[config.mk]
export PLATFORM = sky130hd
export DESIGN_NAME = number_to_ascii_formatter
export DESIGN_NICKNAME = d
export VERILOG_FILES = /design/src/hw/rtl/ntaf_pkg.sv /design/src/hw/rtl/ntaf_front.sv /design/src/hw/rtl/ntaf_back.sv /design/src/hw/rtl/number_to_ascii_formatter.sv
export SDC_FILE = /design/constraint.sdc
export NUM_CORES = 1
export LEC_CHECK = 0
export ABC_AREA = 0
export ABC_CLOCK_PERIOD_IN_PS = 3700
export BUFFER_PORTS_ARGS = -buffer_cell sky130_fd_sc_hd__buf_4
export CORE_MARGIN = 2
export CORE_UTILIZATION = 35
export CTS_BUF_LIST = sky130_fd_sc_hd__clkbuf_4 sky130_fd_sc_hd__clkbuf_8
export CTS_CLUSTER_DIAMETER = 60
export DETAILED_ROUTE_END_ITERATION = 7
export HOLD_SLACK_MARGIN = 0.02
export PLACE_DENSITY = 0.61
export SLEW_MARGIN = 20
export SYNTH_ARGS = -nofsm -noshare
export SYNTH_HDL_FRONTEND = slang
export SYNTH_SLANG_ARGS = --single-unit
[constraint.sdc]
create_clock -name clk_i -period 3.7 [get_ports clk_i]
set_input_delay 0.185 -clock clk_i [delete_from_list [all_inputs] [get_ports clk_i]]
set_output_delay 0.185 -clock clk_i [all_outputs]
set_load 0.02 [all_outputs]
[src/hw/rtl/ntaf_pkg.sv]
// Shared types, constants and helpers for the number to ASCII formatter.
package ntaf_pkg;

  localparam int FIELD_BITS     = 32;
  localparam int VALUE_BITS_DEF = 32;
  localparam int DIGIT_BITS     = 4;
  localparam int NUM_DIGITS     = 10;
  localparam int BCD_BITS       = DIGIT_BITS * NUM_DIGITS;
  localparam int IDX_BITS       = $clog2(NUM_DIGITS);

  localparam logic [1:0] ACT_DEC  = 2'd0;
  localparam logic [1:0] ACT_HEX  = 2'd1;
  localparam logic [1:0] ACT_TIME = 2'd2;

  localparam logic [7:0] CHAR_ZERO = 8'h30;  // '0'
  localparam logic [7:0] CHAR_A    = 8'h41;  // 'A'

  typedef struct packed {
    logic [1:0]            action;
    logic [FIELD_BITS-1:0] value;
  } in_item_t;

  typedef struct packed {
    logic [7:0] char_code;
    logic       last_char;
  } out_item_t;

  // classified command handed from front to back
  typedef struct packed {
    logic                  hex;
    logic                  pad;
    logic [FIELD_BITS-1:0] value;
  } cmd_t;

  function automatic logic [7:0] hex_char(input logic [DIGIT_BITS-1:0] d);
    logic [7:0] c;
    if (d < 4'hA) begin
      c = CHAR_ZERO + {4'h0, d};
    end else begin
      c = CHAR_A + {4'h0, d} - 8'h0A;
    end
    return c;
  endfunction

endpackage

[src/hw/rtl/ntaf_front.sv]
// Front end: accepts items, classifies the format and queues commands.
module ntaf_front #(
  parameter int VALUE_BITS = ntaf_pkg::VALUE_BITS_DEF
) (
  input  logic               clk_i,
  input  logic               rst_ni,
  input  logic               in_valid_i,
  output logic               in_ready_o,
  input  ntaf_pkg::in_item_t in_item_i,
  output logic               cmd_valid_o,
  input  logic               cmd_ready_i,
  output ntaf_pkg::cmd_t     cmd_o
);
  import ntaf_pkg::*;

  localparam int CONV_BITS = (VALUE_BITS < FIELD_BITS) ? VALUE_BITS : FIELD_BITS;

  cmd_t       mem_q [2];
  logic       wr_ptr_q, rd_ptr_q;
  logic [1:0] count_q;
  cmd_t       cmd_new;
  logic       push, pop;

  always_comb begin
    cmd_new.hex   = (in_item_i.action == ACT_HEX);
    cmd_new.pad   = (in_item_i.action == ACT_TIME);
    // value taken modulo 2^CONV_BITS
    cmd_new.value = FIELD_BITS'(in_item_i.value[CONV_BITS-1:0]);
  end

  assign in_ready_o  = (count_q != 2'd2);
  assign cmd_valid_o = (count_q != 2'd0);
  assign cmd_o       = mem_q[rd_ptr_q];
  assign push        = in_valid_i && in_ready_o;
  assign pop         = cmd_valid_o && cmd_ready_i;

  always_ff @(posedge clk_i) begin
    if (push) begin
      mem_q[wr_ptr_q] <= cmd_new;
    end
  end

  always_ff @(posedge clk_i or negedge rst_ni) begin
    if (!rst_ni) begin
      wr_ptr_q <= 1'b0;
      rd_ptr_q <= 1'b0;
      count_q  <= 2'd0;
    end else begin
      if (push) wr_ptr_q <= ~wr_ptr_q;
      if (pop)  rd_ptr_q <= ~rd_ptr_q;
      count_q <= count_q + {1'b0, push} - {1'b0, pop};
    end
  end

  a_count_range: assert property (@(posedge clk_i) disable iff (!rst_ni)
    count_q != 2'd3) else $error("queue count out of range");
  a_push_only: assert property (@(posedge clk_i) disable iff (!rst_ni)
    (push && !pop) |=> count_q == $past(count_q) + 2'd1) else $error("push lost");
  a_pop_only: assert property (@(posedge clk_i) disable iff (!rst_ni)
    (pop && !push) |=> count_q == $past(count_q) - 2'd1) else $error("pop lost");

endmodule

[src/hw/rtl/ntaf_back.sv]
// Back end: binary to BCD conversion for decimal/time and digit emission with zero suppression.
module ntaf_back #(
  parameter int VALUE_BITS = ntaf_pkg::VALUE_BITS_DEF
) (
  input  logic                clk_i,
  input  logic                rst_ni,
  input  logic                cmd_valid_i,
  output logic                cmd_ready_o,
  input  ntaf_pkg::cmd_t      cmd_i,
  output logic                out_valid_o,
  input  logic                out_ready_i,
  output ntaf_pkg::out_item_t out_item_o
);
  import ntaf_pkg::*;

  localparam int CONV_BITS = (VALUE_BITS < FIELD_BITS) ? VALUE_BITS : FIELD_BITS;
  localparam int CNT_BITS  = $clog2(CONV_BITS + 1);
  localparam logic [IDX_BITS-1:0] TOP_IDX = IDX_BITS'(NUM_DIGITS - 1);

  typedef enum logic [1:0] {ST_IDLE, ST_CONV, ST_EMIT} state_e;

  state_e                state_q, state_d;
  logic [BCD_BITS-1:0]   digits_q, digits_d;
  logic [CONV_BITS-1:0]  bin_q, bin_d;
  logic [CNT_BITS-1:0]   cnt_q, cnt_d;
  logic [IDX_BITS-1:0]   idx_q, idx_d;
  logic                  started_q, started_d;
  logic                  pad_q, pad_d;
  logic                  out_valid_q, out_valid_d;
  out_item_t             out_q, out_d;
  logic [BCD_BITS-1:0]   adjusted;
  logic [DIGIT_BITS-1:0] cur_digit;
  logic                  slot_free;
  logic                  emit;

  assign slot_free   = !out_valid_q || out_ready_i;
  assign cmd_ready_o = (state_q == ST_IDLE);
  assign cur_digit   = digits_q[{idx_q, 2'b00} +: DIGIT_BITS];
  assign out_valid_o = out_valid_q;
  assign out_item_o  = out_q;

  // add-3 correction on every BCD digit before each shift
  always_comb begin
    for (int i = 0; i < NUM_DIGITS; i++) begin
      adjusted[i*DIGIT_BITS +: DIGIT_BITS] =
        (digits_q[i*DIGIT_BITS +: DIGIT_BITS] >= 4'd5) ?
        digits_q[i*DIGIT_BITS +: DIGIT_BITS] + 4'd3 :
        digits_q[i*DIGIT_BITS +: DIGIT_BITS];
    end
  end

  always_comb begin
    state_d     = state_q;
    digits_d    = digits_q;
    bin_d       = bin_q;
    cnt_d       = cnt_q;
    idx_d       = idx_q;
    started_d   = started_q;
    pad_d       = pad_q;
    out_valid_d = out_valid_q && !out_ready_i;
    out_d       = out_q;
    emit        = 1'b0;
    case (state_q)
      ST_IDLE: begin
        if (cmd_valid_i) begin
          idx_d     = TOP_IDX;
          started_d = 1'b0;
          pad_d     = cmd_i.pad && !cmd_i.hex;
          bin_d     = cmd_i.value[CONV_BITS-1:0];
          cnt_d     = CNT_BITS'(CONV_BITS);
          if (cmd_i.hex) begin
            digits_d = BCD_BITS'(cmd_i.value[CONV_BITS-1:0]);
            state_d  = ST_EMIT;
          end else begin
            digits_d = '0;
            state_d  = ST_CONV;
          end
        end
      end
      ST_CONV: begin
        digits_d = {adjusted[BCD_BITS-2:0], bin_q[CONV_BITS-1]};
        bin_d    = bin_q << 1;
        cnt_d    = cnt_q - 1'b1;
        if (cnt_q == CNT_BITS'(1)) begin
          state_d = ST_EMIT;
        end
      end
      ST_EMIT: begin
        if (!started_q && cur_digit == '0 && idx_q != '0) begin
          idx_d = idx_q - 1'b1;  // leading zero, skip
        end else if (slot_free) begin
          out_valid_d = 1'b1;
          if (!started_q && pad_q && idx_q == '0) begin
            // single digit in time mode: extra leading zero
            out_d.char_code = CHAR_ZERO;
            out_d.last_char = 1'b0;
            pad_d           = 1'b0;
          end else begin
            emit            = 1'b1;
            out_d.char_code = hex_char(cur_digit);
            out_d.last_char = (idx_q == '0);
            started_d       = 1'b1;
            if (idx_q == '0) begin
              state_d = ST_IDLE;
            end else begin
              idx_d = idx_q - 1'b1;
            end
          end
        end
      end
      default: state_d = ST_IDLE;
    endcase
  end

  always_ff @(posedge clk_i or negedge rst_ni) begin
    if (!rst_ni) begin
      state_q     <= ST_IDLE;
      out_valid_q <= 1'b0;
      started_q   <= 1'b0;
      pad_q       <= 1'b0;
      cnt_q       <= '0;
      idx_q       <= '0;
    end else begin
      state_q     <= state_d;
      out_valid_q <= out_valid_d;
      started_q   <= started_d;
      pad_q       <= pad_d;
      cnt_q       <= cnt_d;
      idx_q       <= idx_d;
    end
  end

  always_ff @(posedge clk_i) begin
    digits_q <= digits_d;
    bin_q    <= bin_d;
    out_q    <= out_d;
  end

  a_conv_cnt: assert property (@(posedge clk_i) disable iff (!rst_ni)
    (state_q == ST_CONV) |-> cnt_q != '0) else $error("conversion count underflow");
  a_last_idle: assert property (@(posedge clk_i) disable iff (!rst_ni)
    (emit && out_d.last_char) |=> state_q == ST_IDLE) else $error("last char not final");
  a_hex_direct: assert property (@(posedge clk_i) disable iff (!rst_ni)
    (state_q == ST_IDLE && cmd_valid_i && cmd_i.hex) |=> state_q == ST_EMIT)
    else $error("hex item entered conversion");
  a_idx_range: assert property (@(posedge clk_i) disable iff (!rst_ni)
    (state_q == ST_EMIT) |-> idx_q <= TOP_IDX) else $error("digit index out of range");

endmodule

[src/hw/rtl/number_to_ascii_formatter.sv]
// Number to ASCII formatter: decimal, hex and time output (zero-padded to at least two digits).
// Decimal and time items pass through the bit-serial BCD shift loop; hex items go
//   straight to the 10-digit emit scan, which skips leading zeros, then emits one
//   char per cycle while out_ready_i holds. The back end takes a new item only after
//   the last char of the previous one has been emitted.
// A 2-entry command queue lets new items be accepted while one is emitted.
// Reset (async, active low) empties the queue and drops any pending output.
module number_to_ascii_formatter #(
  parameter int VALUE_BITS = ntaf_pkg::VALUE_BITS_DEF
) (
  input  logic                clk_i,
  input  logic                rst_ni,
  input  logic                in_valid_i,
  output logic                in_ready_o,
  input  ntaf_pkg::in_item_t  in_item_i,
  output logic                out_valid_o,
  input  logic                out_ready_i,
  output ntaf_pkg::out_item_t out_item_o
);
  import ntaf_pkg::*;

  logic cmd_valid, cmd_ready;
  cmd_t cmd;

  ntaf_front #(.VALUE_BITS(VALUE_BITS)) u_front (
    .clk_i       (clk_i),
    .rst_ni      (rst_ni),
    .in_valid_i  (in_valid_i),
    .in_ready_o  (in_ready_o),
    .in_item_i   (in_item_i),
    .cmd_valid_o (cmd_valid),
    .cmd_ready_i (cmd_ready),
    .cmd_o       (cmd)
  );

  ntaf_back #(.VALUE_BITS(VALUE_BITS)) u_back (
    .clk_i       (clk_i),
    .rst_ni      (rst_ni),
    .cmd_valid_i (cmd_valid),
    .cmd_ready_o (cmd_ready),
    .cmd_i       (cmd),
    .out_valid_o (out_valid_o),
    .out_ready_i (out_ready_i),
    .out_item_o  (out_item_o)
  );

endmodule
==> key figures <==
Outcome
  • Run status: completed

Final layout
  • Design Area, Final: 9330 sq um
  • Ant. Diodes: 0
  • Syn-to-layout area delta: 17.6%
  • Fillers: 2094
  • Layout cells sized above 1: 0.151
  • Most frequent cells in the layout: 148 x edfxtp_1, 70 x a21oi_1, 53 x buf_4, 50 x nor2_1, 44 x o21ai_0
  • # nets final: 772
  • Commonest non-fill, non-tap cell in the layout: edfxtp_1

Worst setup path
  • Cells on worst reg2reg path: 7
  • Crit path DAT: 3.28 ns
  • CP startpoint kind: flip-flop
  • Required time of the critical path: 3.79 ns
  • Critical path type: flip-flop to flip-flop
  • Worst setup EP type: flip-flop
  • Launch point of the worst reg-to-reg path: u_back.idx_q[0]
  • Reg2reg end: u_back.out_item_o[3]
  • Worst setup startpoint: u_back.idx_q[0]
  • FF-to-FF setup slack: 0.51 ns
  • Crit Path Max Fanout: 10

Global routing
  • Gr usage total: 0.131
  • First-pass GRT wire length: 24.8 mm
  • Largest net degree at the start of global routing: slightly below 70
  • Grt total ovfl: 0
  • Vias in the first global route: 5034
  • Initial antenna violation count: 0

Drt
  • Met3 wire length: 543 um
  • Vias per std cell: between 5 and 6
  • Met2 WL: 7.40 mm
  • Routed WL per cell: 14.9 um
  • DRT iter0 DRCs: 409
  • First-pass DRT Iterations: 5
  • Routed WL: 14.9 mm
  • Max Used Layer: met4
  • Antenna violation net count after detailed routing: 0
  • Metal-1 WL: 6.74 mm
  • DR vias: between 5000 and 6000
  • Residual DRC: 0

Logic synthesis
  • Cell Area, Synth: 7930 sq um
  • Synth Instances: 626
  • Asr flop ratio synth: 0.114
  • EDFF count, synth: 148
  • Syn Nets: 691
  • Post-synth top flop: edfxtp_1
  • Unique masters post-synth: 50
  • Synth warnings: 0
  • Synthesized area per cell: between 10 and 15 sq um
  • Post-synthesis sequential area ratio: 0.620
  • Synth Register Bits: 167

Min path
  • Worst Hold Depth: 3
  • Hold Path Class: input pin to flip-flop
  • Min-Delay Endpoint: u_front.wr_ptr_q
  • Hold path start: in_valid_i

Placed design
  • Port buffer count: 47
  • HPWL after detailed placement: 10.3 mm
  • GPL Wtd Cong: between 0.8 and 0.9
  • DP Area: 8600 sq um

Timing
  • Final setup violating endpoints: 0
  • Setup TNS Final: 0 ns
  • Final min period: 3.19 ns
  • Max transition margin: 0.315
  • Hold Fails Final Rpt: 0
  • RSZ-0062 raised after global routing: false
  • Post-Route Skew: between 0.01 and 0.015 ns
  • Worst-margin pin slew: 1.03 ns
  • Final period util: 0.861
  • Slew Viols, Final: 0
  • Max frequency: approximately 310 MHz

Floorplanning
  • Initial core utilization: 0.353
  • FP Rows: 55
  • Core ar.: 22400 sq um
  • Die Span Y: ~150 um
  • Io pins: 49
  • Die X: ~150 um
  • Die area: 23900 sq um

Clocking
  • Total CTS buffers: 17
  • Bufs on Longest Clock Path: 2
  • Post-CTS setup buffer count: 0
  • # clock sinks: around 170
  • Clock latency on the worst-skew pair: 0.46 ns
  • Post-CTS sizing: 0
  • CTS tree: done
  • Root buffer cell: clkbuf_8
  • Hold-fix buffers, CTS: 35
  • CTS H-tree depth: 4
  • Clock-pin slew on the worst setup and hold paths: 0.09 ns

Power
  • LEAKAGE: 3.50 nW
  • Power Dens Cells: 900 nW/um^2
  • Worst ir drop on vdd: 0.358 mV

Run
  • Max cap viols: 0
## cells by family (layout without fill, tap and decap cells)
logic type / count (synthesis) / after routing / share of synthesized area
flops: 167 / 167 / 0.620
simple gates: 149 / 149 / 0.0975
compound gates: 147 / 147 / 0.107
buf+inv: 60 / 154 / 0.0306
mux: 51 / 51 / 0.0745
fa+ha+maj: 27 / 27 / 0.0426
xor+xnor: 24 / 24 / 0.0265
other cells: 1 / 1 / 0.000473
## layer usage
metal  up-vias  global-route usage
met3        17              0.0331
li1       2483                   -
met2        93               0.222
met4         0              0.0419
met5         -                   0
met1      2441               0.165
## area by class of cell
class                   instances  area (sq um)  share of cell area
clock buffers                  17           234              0.0251
clock inverters                15           141              0.0152
inverters                      33           124              0.0133
multi-input cells             399          2780               0.298
flip-flops and latches        167          4920               0.528
well taps                     285           357              0.0382
repair buffers                 89           768              0.0824
## flip-flops by register name, indices dropped and copies added (netlist names)
name                flops
u_front.mem_q          68
u_back.out_item_o       8
u_back.pad_q            1
u_back.bin_q           32
u_back.state_q          2
u_front.rd_ptr_q        1
u_back.out_valid_o      1
u_back.started_q        1
u_back.cnt_q            6
u_back.idx_q            4
u_back.digits_q        40
u_front.wr_ptr_q        1
u_front.count_q         2
## worst max-delay path by stage
stage,end,slack (ns),depth (start not counted)
3_3_place_gp,u_back.out_item_o[3],0.66,7
4_1_cts,u_back.out_item_o[2],0.46,7
5_1_grt,u_back.out_item_o[4],0.20,7
6_report,u_back.out_item_o[3],0.51,7
2_1_floorplan,u_back.bin_q[0],0.35,5
3_5_place_dp,u_back.out_item_o[4],0.47,7
## worst max-delay path, cell delays in order, from the launching register on
cell     delay, ns
dfrtp_1       0.64
mux4_2        0.57
o21ai_0       0.16
o21ai_0       0.19
ha_1          0.24
nand2_1       0.14
nor4_4        0.09
nor3_1        0.78
## where the power goes
part | internal, W | switching, W
combinational | 0.00140 | 0.00203
sequential | 0.00317 | 0.000541
clock | 0.000548 | 0.000698
## synth_stat cells (8+ instances only)
library cell / n / area, sq um
a21oi_1: 70 / 350
xor2_1: 10 / 87.6
nor3_1: 8 / 40.0
inv_1: 33 / 124
nor2_1: 51 / 191
nand2_1: 18 / 67.6
o21ai_0: 44 / 220
nand2b_1: 14 / 87.6
nor3b_1: 8 / 60.1
ha_1: 27 / 338
edfxtp_1: 148 / 4440
dfrtp_1: 19 / 475
xnor2_1: 14 / 123
clkbuf_1: 19 / 71.3
or3_1: 26 / 163
mux2i_1: 41 / 410
## through the flow
stage               std cells  utilization  hold WS (ns)  setup slack (ns)  power (W)
finish                   1005        0.416        0.0959             0.513    0.00839
global route             1005        0.416         0.104             0.205    0.00905
CTS                      1005        0.416        0.0623             0.459    0.00850
detailed placement        938        0.383        0.0751             0.469    0.00721
global placement          938        0.383        0.0718             0.661    0.00702
floorplan                 626            -        -0.111             0.351    0.00621
Note: power is estimated with default switching activity, not from simulation.
